`config.mk`:
```
export PLATFORM = sky130hd
export DESIGN_NAME = cron_field_spec_matcher
export DESIGN_NICKNAME = d
export VERILOG_FILES = /design/src/design/cfsm_pkg.sv /design/src/design/cfsm_ctrl.sv /design/src/design/cfsm_dpath.sv /design/src/design/cron_field_spec_matcher.sv
export SDC_FILE = /design/constraint.sdc
export NUM_CORES = 1
export LEC_CHECK = 0
export ABC_AREA = 0
export BUFFER_PORTS_ARGS = -buffer_cell sky130_fd_sc_hd__buf_2
export CAP_MARGIN = 25
export CORE_ASPECT_RATIO = 0.5
export CORE_MARGIN = 2
export CORE_UTILIZATION = 65
export DETAILED_ROUTE_END_ITERATION = 8
export PLACE_DENSITY_LB_ADDON = 0.2
export SKIP_CTS_REPAIR_TIMING = 1
export SLEW_MARGIN = 0
export SYNTH_ARGS = -nofsm -noshare
export SYNTH_HDL_FRONTEND = slang
export SYNTH_SLANG_ARGS = --single-unit
```
`constraint.sdc`:
```
create_clock -name clk_i -period 8.1 [get_ports clk_i]
set_input_delay 0 -clock clk_i [delete_from_list [all_inputs] [get_ports clk_i]]
set_output_delay 0 -clock clk_i [all_outputs]
set_load 0.05 [all_outputs]
```
`src/design/cfsm_pkg.sv`:
```
// Shared types, character codes and helpers for the cron field spec matcher.
// Used by cfsm_ctrl, cfsm_dpath and the top level; depends on nothing.
package cfsm_pkg;

  localparam int unsigned NumW   = 10;
  localparam int unsigned ByteW  = 8;
  localparam int unsigned DivCntW = 3;

  localparam logic [NumW-1:0]    NumMax  = 10'd1023;
  localparam logic [DivCntW-1:0] DivLast = 3'd7;

  localparam logic [ByteW-1:0] ChComma = 8'h2c;
  localparam logic [ByteW-1:0] ChSlash = 8'h2f;
  localparam logic [ByteW-1:0] ChStar  = 8'h2a;
  localparam logic [ByteW-1:0] ChDash  = 8'h2d;
  localparam logic [ByteW-1:0] ChZero  = 8'h30;
  localparam logic [ByteW-1:0] ChNine  = 8'h39;

  typedef enum logic [1:0] {
    PH_LOWER      = 2'd0,
    PH_UPPER      = 2'd1,
    PH_STEP_ONE   = 2'd2,
    PH_STEP_RANGE = 2'd3
  } cfsm_phase_e;

  typedef enum logic [1:0] {
    ST_IDLE = 2'd0,
    ST_EVAL = 2'd1,
    ST_DIV  = 2'd2,
    ST_DONE = 2'd3
  } cfsm_state_e;

  typedef struct packed {
    logic take;      // input transfer this cycle
    logic eval;      // judge the closed item, load the divider
    logic div_step;  // one remainder iteration
    logic commit;    // fold the item into the spec result, clear the item
    logic emit;      // load the result register, clear the spec
  } cfsm_cmd_t;

  typedef struct packed {
    logic closes;    // incoming character closes an item
    logic need_div;  // item passes bound checks and carries a step
    logic div_last;  // final remainder iteration
    logic spec_end;  // closed item was the last of the spec
    logic out_free;  // result register can take a new value
  } cfsm_sts_t;

  // Decimal accumulate, saturating at the largest number.
  function automatic logic [NumW-1:0] acc10(logic [NumW-1:0] acc, logic [3:0] dig);
    logic [NumW+3:0] v;
    v = {acc, 3'b000} + {3'b000, acc, 1'b0} + {{NumW{1'b0}}, dig};
    acc10 = (v > {4'b0000, NumMax}) ? NumMax : v[NumW-1:0];
  endfunction

endpackage

```
`src/design/cfsm_ctrl.sv`:
```
// Sequencing state machine for the cron field spec matcher.
// Depends on cfsm_pkg; drives commands into cfsm_dpath and reads its status.
module cfsm_ctrl (
  input  logic                clk_i,
  input  logic                rst_ni,
  input  logic                in_valid_i,
  output logic                in_stall_o,
  input  cfsm_pkg::cfsm_sts_t sts_i,
  output cfsm_pkg::cfsm_cmd_t cmd_o
);

  cfsm_pkg::cfsm_state_e state_q, state_d;

  always_ff @(posedge clk_i or negedge rst_ni) begin
    if (!rst_ni) begin
      state_q <= cfsm_pkg::ST_IDLE;
    end else begin
      state_q <= state_d;
    end
  end

  always_comb begin
    state_d    = state_q;
    cmd_o      = '0;
    in_stall_o = 1'b1;
    case (state_q)
      cfsm_pkg::ST_IDLE: begin
        in_stall_o = 1'b0;
        if (in_valid_i) begin
          cmd_o.take = 1'b1;
          if (sts_i.closes) begin
            state_d = cfsm_pkg::ST_EVAL;
          end
        end
      end
      cfsm_pkg::ST_EVAL: begin
        cmd_o.eval = 1'b1;
        state_d    = sts_i.need_div ? cfsm_pkg::ST_DIV : cfsm_pkg::ST_DONE;
      end
      cfsm_pkg::ST_DIV: begin
        cmd_o.div_step = 1'b1;
        if (sts_i.div_last) begin
          state_d = cfsm_pkg::ST_DONE;
        end
      end
      cfsm_pkg::ST_DONE: begin
        // end of spec waits here until the result register is free
        if (!sts_i.spec_end) begin
          cmd_o.commit = 1'b1;
          state_d      = cfsm_pkg::ST_IDLE;
        end else if (sts_i.out_free) begin
          cmd_o.commit = 1'b1;
          cmd_o.emit   = 1'b1;
          state_d      = cfsm_pkg::ST_IDLE;
        end
      end
      default: begin
        state_d = cfsm_pkg::ST_IDLE;
      end
    endcase
  end

endmodule

```
`src/design/cfsm_dpath.sv`:
```
// Datapath of the cron field spec matcher: item parser, bound checks,
// bit-serial remainder unit and result register. Depends on cfsm_pkg.
module cfsm_dpath (
  input  logic                clk_i,
  input  logic                rst_ni,
  input  cfsm_pkg::cfsm_cmd_t cmd_i,
  output cfsm_pkg::cfsm_sts_t sts_o,
  input  logic [7:0]          spec_char_i,
  input  logic                char_present_i,
  input  logic                end_of_spec_i,
  input  logic [7:0]          field_value_i,
  input  logic [7:0]          range_low_i,
  input  logic [7:0]          range_high_i,
  input  logic                out_stall_i,
  output logic                out_valid_o,
  output logic                matched_o
);

  // item parser state
  cfsm_pkg::cfsm_phase_e phase_q, phase_d;
  logic [9:0] lower_q, lower_d, upper_q, upper_d, step_q, step_d;
  logic       lower_has_q, lower_has_d, upper_has_q, upper_has_d;
  logic       step_has_q, step_has_d;
  logic [1:0] head_len_q, head_len_d;
  logic       star_q, star_d, invalid_q, invalid_d;

  // operands sampled on every input transfer; the closing transfer's values are judged
  logic [7:0] val_q, lo_q, hi_q;
  logic       last_q, match_seen_q, hit_q;

  // remainder unit
  logic [9:0] rem_q;
  logic [7:0] dvd_q;
  logic [2:0] cnt_q;

  logic       out_valid_q, matched_q;

  logic       is_digit, take_char;
  logic [3:0] dig;

  assign is_digit  = (spec_char_i >= cfsm_pkg::ChZero) && (spec_char_i <= cfsm_pkg::ChNine);
  assign dig       = 4'(spec_char_i - cfsm_pkg::ChZero);
  assign take_char = cmd_i.take && char_present_i && (spec_char_i != cfsm_pkg::ChComma);

  always_comb begin
    phase_d     = phase_q;
    lower_d     = lower_q;
    upper_d     = upper_q;
    step_d      = step_q;
    lower_has_d = lower_has_q;
    upper_has_d = upper_has_q;
    step_has_d  = step_has_q;
    head_len_d  = head_len_q;
    star_d      = star_q;
    invalid_d   = invalid_q;
    if (cmd_i.commit) begin
      phase_d     = cfsm_pkg::PH_LOWER;
      lower_d     = '0;
      upper_d     = '0;
      step_d      = '0;
      lower_has_d = 1'b0;
      upper_has_d = 1'b0;
      step_has_d  = 1'b0;
      head_len_d  = '0;
      star_d      = 1'b0;
      invalid_d   = 1'b0;
    end else if (take_char) begin
      if (phase_q == cfsm_pkg::PH_STEP_ONE || phase_q == cfsm_pkg::PH_STEP_RANGE) begin
        if (is_digit) begin
          step_d     = cfsm_pkg::acc10(step_q, dig);
          step_has_d = 1'b1;
        end else begin
          invalid_d = 1'b1;
        end
      end else if (spec_char_i == cfsm_pkg::ChSlash) begin
        phase_d = (phase_q == cfsm_pkg::PH_UPPER) ? cfsm_pkg::PH_STEP_RANGE
                                                  : cfsm_pkg::PH_STEP_ONE;
      end else begin
        if (spec_char_i == cfsm_pkg::ChStar && head_len_q == 2'd0) begin
          star_d = 1'b1;
        end else if (phase_q == cfsm_pkg::PH_LOWER && spec_char_i == cfsm_pkg::ChDash) begin
          phase_d = cfsm_pkg::PH_UPPER;
        end else if (is_digit) begin
          if (phase_q == cfsm_pkg::PH_LOWER) begin
            lower_d     = cfsm_pkg::acc10(lower_q, dig);
            lower_has_d = 1'b1;
          end else begin
            upper_d     = cfsm_pkg::acc10(upper_q, dig);
            upper_has_d = 1'b1;
          end
        end else begin
          invalid_d = 1'b1;
        end
        if (head_len_q != 2'd2) begin
          head_len_d = head_len_q + 2'd1;
        end
      end
    end
  end

  // item judgement on the registered item
  logic       stepped, ranged, bad, pre_ok;
  logic [9:0] first, last, lo_x, hi_x, val_x;
  logic [7:0] diff;

  assign stepped = (phase_q == cfsm_pkg::PH_STEP_ONE) || (phase_q == cfsm_pkg::PH_STEP_RANGE);
  assign ranged  = (phase_q == cfsm_pkg::PH_UPPER) || (phase_q == cfsm_pkg::PH_STEP_RANGE);
  assign lo_x    = {2'b00, lo_q};
  assign hi_x    = {2'b00, hi_q};
  assign val_x   = {2'b00, val_q};

  always_comb begin
    bad   = (head_len_q == 2'd0) || invalid_q;
    first = lower_q;
    last  = lower_q;
    if (stepped && (!step_has_q || step_q == '0)) begin
      bad = 1'b1;
    end
    if (head_len_q == 2'd1 && star_q) begin
      first = lo_x;
      last  = hi_x;
    end else if (star_q) begin
      bad = 1'b1;
    end else if (ranged) begin
      last = upper_q;
      if (!lower_has_q || !upper_has_q) begin
        bad = 1'b1;
      end
    end else if (!lower_has_q) begin
      bad = 1'b1;
    end
  end

  assign pre_ok = !bad && (val_q >= lo_q) && (val_q <= hi_q)
                  && (first >= lo_x) && (last <= hi_x) && (first <= last)
                  && (val_x >= first) && (val_x <= last);
  assign diff   = val_q - first[7:0];

  // restoring remainder, one dividend bit per cycle
  logic [10:0] trial;
  logic [9:0]  rem_next;

  assign trial    = {rem_q, dvd_q[7]};
  assign rem_next = (trial >= {1'b0, step_q}) ? 10'(trial - {1'b0, step_q}) : trial[9:0];

  always_ff @(posedge clk_i or negedge rst_ni) begin
    if (!rst_ni) begin
      phase_q      <= cfsm_pkg::PH_LOWER;
      lower_q      <= '0;
      upper_q      <= '0;
      step_q       <= '0;
      lower_has_q  <= 1'b0;
      upper_has_q  <= 1'b0;
      step_has_q   <= 1'b0;
      head_len_q   <= '0;
      star_q       <= 1'b0;
      invalid_q    <= 1'b0;
      last_q       <= 1'b0;
      match_seen_q <= 1'b0;
      hit_q        <= 1'b0;
      out_valid_q  <= 1'b0;
    end else begin
      phase_q     <= phase_d;
      lower_q     <= lower_d;
      upper_q     <= upper_d;
      step_q      <= step_d;
      lower_has_q <= lower_has_d;
      upper_has_q <= upper_has_d;
      step_has_q  <= step_has_d;
      head_len_q  <= head_len_d;
      star_q      <= star_d;
      invalid_q   <= invalid_d;
      if (cmd_i.take) begin
        last_q <= end_of_spec_i;
      end
      if (cmd_i.eval) begin
        hit_q <= pre_ok;
      end else if (cmd_i.div_step && cnt_q == cfsm_pkg::DivLast) begin
        hit_q <= (rem_next == '0);
      end
      if (cmd_i.emit) begin
        match_seen_q <= 1'b0;
      end else if (cmd_i.commit) begin
        match_seen_q <= match_seen_q | hit_q;
      end
      if (cmd_i.emit) begin
        out_valid_q <= 1'b1;
      end else if (!out_stall_i) begin
        out_valid_q <= 1'b0;
      end
    end
  end

  always_ff @(posedge clk_i) begin
    if (cmd_i.take) begin
      val_q <= field_value_i;
      lo_q  <= range_low_i;
      hi_q  <= range_high_i;
    end
    if (cmd_i.eval) begin
      rem_q <= '0;
      dvd_q <= diff;
      cnt_q <= '0;
    end else if (cmd_i.div_step) begin
      rem_q <= rem_next;
      dvd_q <= {dvd_q[6:0], 1'b0};
      cnt_q <= cnt_q + 3'd1;
    end
    if (cmd_i.emit) begin
      matched_q <= match_seen_q | hit_q;
    end
  end

  assign sts_o.closes   = end_of_spec_i || (char_present_i && spec_char_i == cfsm_pkg::ChComma);
  assign sts_o.need_div = pre_ok && stepped;
  assign sts_o.div_last = (cnt_q == cfsm_pkg::DivLast);
  assign sts_o.spec_end = last_q;
  assign sts_o.out_free = !out_valid_q || !out_stall_i;

  assign out_valid_o = out_valid_q;
  assign matched_o   = matched_q;

endmodule

```
`src/design/cron_field_spec_matcher.sv`:
```
// channel | direction | payload                                            | handshake
// in      | receive   | spec_char, char_present, end_of_spec, field_value,  | in_valid_i / in_stall_o
//         |           | range_low, range_high                              |
// out     | send      | matched (one per spec, on its last character)      | out_valid_o / out_stall_i
//
// A character that does not close an item is taken while the sequencer stays idle. A ',' or
// the end of the spec goes through transfer, judge and fold; an item with a /step that
// passes its bound checks also runs the bit-serial remainder unit between judge and fold.
// The end of a spec waits in the fold cycle while the result register is still
// full and stalled; input is stalled whenever the sequencer is not idle.
// Reset (rst_ni low, asynchronous) clears the item state and the result valid.
// Top level of the cron field spec matcher. Depends on cfsm_pkg, cfsm_ctrl and cfsm_dpath.
module cron_field_spec_matcher (
  input  logic       clk_i,
  input  logic       rst_ni,
  input  logic       in_valid_i,
  output logic       in_stall_o,
  input  logic [7:0] spec_char_i,
  input  logic       char_present_i,
  input  logic       end_of_spec_i,
  input  logic [7:0] field_value_i,
  input  logic [7:0] range_low_i,
  input  logic [7:0] range_high_i,
  output logic       out_valid_o,
  input  logic       out_stall_i,
  output logic       matched_o
);

  cfsm_pkg::cfsm_cmd_t cmd;
  cfsm_pkg::cfsm_sts_t sts;

  cfsm_ctrl u_ctrl (
    .clk_i      (clk_i),
    .rst_ni     (rst_ni),
    .in_valid_i (in_valid_i),
    .in_stall_o (in_stall_o),
    .sts_i      (sts),
    .cmd_o      (cmd)
  );

  cfsm_dpath u_dpath (
    .clk_i          (clk_i),
    .rst_ni         (rst_ni),
    .cmd_i          (cmd),
    .sts_o          (sts),
    .spec_char_i    (spec_char_i),
    .char_present_i (char_present_i),
    .end_of_spec_i  (end_of_spec_i),
    .field_value_i  (field_value_i),
    .range_low_i    (range_low_i),
    .range_high_i   (range_high_i),
    .out_stall_i    (out_stall_i),
    .out_valid_o    (out_valid_o),
    .matched_o      (matched_o)
  );

endmodule

```
==> flow_metrics.py <==
metrics = {
    "global_routing": {
        "grt_use_met3": 0.0438,
        "met1_usage": 0.405,
        "grt_pass1_wl_um": 28600,
        "grt_overflow_total": 0,
        "grt_max_degree": 46,
        "grt_usage": 0.285,
        "grt.met2_usage": 0.468,
        "grt_pass1_vias": 5936,
        "grt-busiest-layer": "met2",
        "grt_antenna_before_repair": 0,
    },
    "final_layout": {
        "final_nets": 1059,
        "fill_cells": 855,
        "area_growth_pct": 12.3,
        "final_cells": 1050,
        "fin_util": 0.741,
        "antenna_cells": 0,
        "design_area_mm2": 0.00867,
        "drive_above_1_share": 0.106,
    },
    "worst_setup_path": {
        "worstReg2RegStart": "u_dpath.head_len_q[1]",
        "setup.worst_path.class": "register to register",
        "reg2regPathDepth": 13,
        "worstPathArrival_ns": 4.07,
        "r2r_end": "u_dpath.dvd_q[7]",
        "crit_family": "compound AO/OA/AOI/OAI gates",
        "slowest_delay_ns": 0.52,
        "cp_cell_sequence": "inv_1 -> ha_1 -> nand2_1 -> o21ai_0 -> inv_1 -> ha_1 -> nor2b_1 -> o21ai_0 -> a21boi_0 -> o21ai_0 -> a21boi_0 -> o21ai_0 -> or3b_2",
        "cpMostUsedCell": "o21ai_0",
        "r2r_setup_slack_ns": 4.11,
        "critPathSlowestCell": "o21ai_0",
        "cp-start-kind": "register",
        "worst-path-max-fanout": 23,
        "crit_buf_inv": 2,
        "critPathCaptureType": "register",
        "crit_required_ns": 8.18,
    },
    "placed_design": {
        "placed_cells": 1006,
        "place_area_mm2": 0.00807,
        "gp_congestion": 0.944,
        "dp_hpwl_um": 13500,
        "io_buffers": 40,
    },
    "yosys": {
        "syn_avg_cell_area_um2": 9.42,
        "ys_ff_latch": 91,
        "synth_most_common_cell": "ha_1",
        "synth.distinct_cells": 75,
        "yosys.area_share.adder": 0.239,
        "yosys_most_used_dff": "dfrtp_1",
        "synth_area_leader_cell": "ha_1",
        "synth-simple-area-share": 0.136,
        "synth_xor_area_frac": 0.0261,
        "syn_nets": 998,
        "yosys_warnings": 0,
        "syn_area_mm2": 0.00772,
        "synth_top_area_frac": 0.216,
        "synth_mux_area_frac": 0.0375,
        "synth_top_family_by_area": "adder cells",
        "synth.area.top_cells": "ha_1 22%, dfrtp_1 15%, edfxtp_1 13%, o21ai_0 4.0%, inv_1 3.8%",
        "ys_seq_area_frac": 0.308,
        "yosys-top-cells-count": "133 x ha_1, 78 x inv_1, 72 x nor2_1",
        "synth_cells": 819,
        "async_flop_share": 0.495,
        "synth_edf_count": 33,
        "synth_compound_area_frac": 0.202,
    },
    "detailed_routing": {
        "routed_wl_um": 18000,
        "first_pass_iters": 5,
        "wire_per_inst_um": 17.2,
        "antenna_left": 0,
        "drtIter0Drc": 483,
        "drc": 0,
        "via_per_inst": 6.14,
        "via_count": 6447,
    },
    "pwr": {
        "cellPowerDensity_mw_per_mm2": 306,
        "power.leakage_nw": 4.07,
        "vdd_drop_max_uv": 137,
        "power_mw": 2.65,
    },
    "min_path": {
        "hold_class": "primary input to register",
        "min_to": "u_dpath.phase_q[1]",
        "min_from": "char_present_i",
        "hold_depth": 3,
    },
    "cts": {
        "cts.path.max_buffers": 2,
        "numCtsBuffers": 9,
        "clkTransAtPathRegs_ns": 0.07,
        "clkSinkCount": 91,
        "htree_levels": 3,
        "cts_tree": "built",
        "clkLatencyLatePin_ns": 0.34,
        "cts-root-buf": "clkbuf_16",
    },
    "timing": {
        "finalSetupViolCount": 0,
        "whs_ns": -0.0203,
        "final-hold-violation-count": 1,
        "period_share": 0.492,
        "worst_pin_slew_ns": 0.864,
        "rsz0062_at_grt": "false",
        "slew_headroom": 0.423,
        "slew_violations": 0,
        "fmax_mhz": 251,
        "fin_tns_setup_ns": 0,
        "min_period_ns": 3.99,
        "fin_worst_skew_ns": 0.0104,
    },
    "die": {
        "placementRows": 28,
        "dieArea_mm2": 0.0128,
        "start_util": 0.660,
        "die_y_um": 81.1,
        "die_x_um": 158,
        "core_mm2": 0.0117,
        "io_pins": 41,
    },
    "outcome": {
        "violations": "negative hold slack",
        "status": "finished, violations left",
    },
    "job": {
        "drv_cap": 0,
    },
}
stage by stage:
step                      setup slack (ns)  hold WS [ns]
after floorplan                       4.87        -0.296
after detailed placement              4.21         0.178
final                                 4.11       -0.0203
after global placement                4.41         0.176
after global routing                  3.66       0.00535
after CTS                             4.17        -0.179
cells by family after synthesis:
| group | after synthesis |
|---|---|
| flops | 91 |
| fa+ha+maj | 143 |
| simple gates | 208 |
| xor+xnor | 23 |
| mux | 27 |
| buf+inv | 100 |
| compound gates | 227 |
area by class of cell:
| class | instances | area, um2 | share of cell area |
|---|---|---|---|
| multi-input cells | 628 | 4960 | 0.572 |
| flip-flops and latches | 91 | 2380 | 0.274 |
| repair buffers | 72 | 524 | 0.0605 |
| inverters | 78 | 293 | 0.0338 |
| clock buffers | 11 | 233 | 0.0268 |
| well taps | 165 | 206 | 0.0238 |
| clock inverters | 5 | 77.6 | 0.00895 |
power by group:
group          internal, mW  switching (mW)
Clock                 0.270           0.176
Combinational         0.608           0.842
Sequential            0.625           0.131
worst max-delay path by stage:
stage	start	end	cells past startpoint
after floorplan	u_dpath.head_len_q[1]	u_dpath.dvd_q[7]	14
after global placement	u_dpath.head_len_q[1]	u_dpath.dvd_q[7]	13
after global routing	u_dpath.head_len_q[1]	u_dpath.dvd_q[7]	13
after CTS	u_dpath.head_len_q[1]	u_dpath.dvd_q[7]	13
after detailed placement	u_dpath.head_len_q[1]	u_dpath.dvd_q[7]	13
final	u_dpath.head_len_q[1]	u_dpath.dvd_q[7]	13
metal layers:
layer / routed length [um] / part of all wire
met1: 8540 / 0.47
met4: 227 / 0.013
met2: 8310 / 0.46
met3: 942 / 0.052
met5: 0 / 0
worst register-to-register path: cells and delay by family, from the launching register on:
kind	cells	cell delay [ns]
adder cells (fa/ha/maj)	2	0.57
AND/OR/NAND/NOR	3	1.05
AO/OA/AOI/OAI	6	1.45
flip-flops	1	0.40
buffers and inverters	2	0.24
flip-flops by register name (all words and copies together), names as in the netlist, 3 cells and up:
register / flops
u_dpath.lower_q: 10
u_dpath.rem_q: 10
u_dpath.step_q: 10
u_dpath.upper_q: 10
u_dpath.dvd_q: 8
u_dpath.hi_q: 8
u_dpath.lo_q: 8
u_dpath.val_q: 8
u_dpath.cnt_q: 3
placed cells by master (no fill, tap or decap), types with 5 or more instances in the layout:
cell,netlist,final
nor2b_1,12,12
a21boi_0,5,5
and3_1,11,11
o221a_2,10,10
nand3_1,11,11
a21oi_1,40,40
ha_1,133,133
xnor2_1,13,13
nor2_1,72,71
a211oi_1,17,17
fa_1,8,8
inv_1,78,78
nor4_1,8,8
nand2b_1,7,7
nand2_1,40,40
nor3_1,10,9
clkbuf_16,0,9
dfrtp_1,45,45
mux2_2,5,5
dlygate4sd3_1,0,27
a221oi_1,6,6
dfxtp_1,13,13
mux2i_1,21,21
o21a_1,8,8
a21o_1,17,17
o211ai_1,5,5
nand4_1,9,9
xor2_1,10,10
buf_2,3,40
o21ai_0,61,61
edfxtp_1,33,33
a31oi_1,15,15
(Power assumes the default switching activity.)
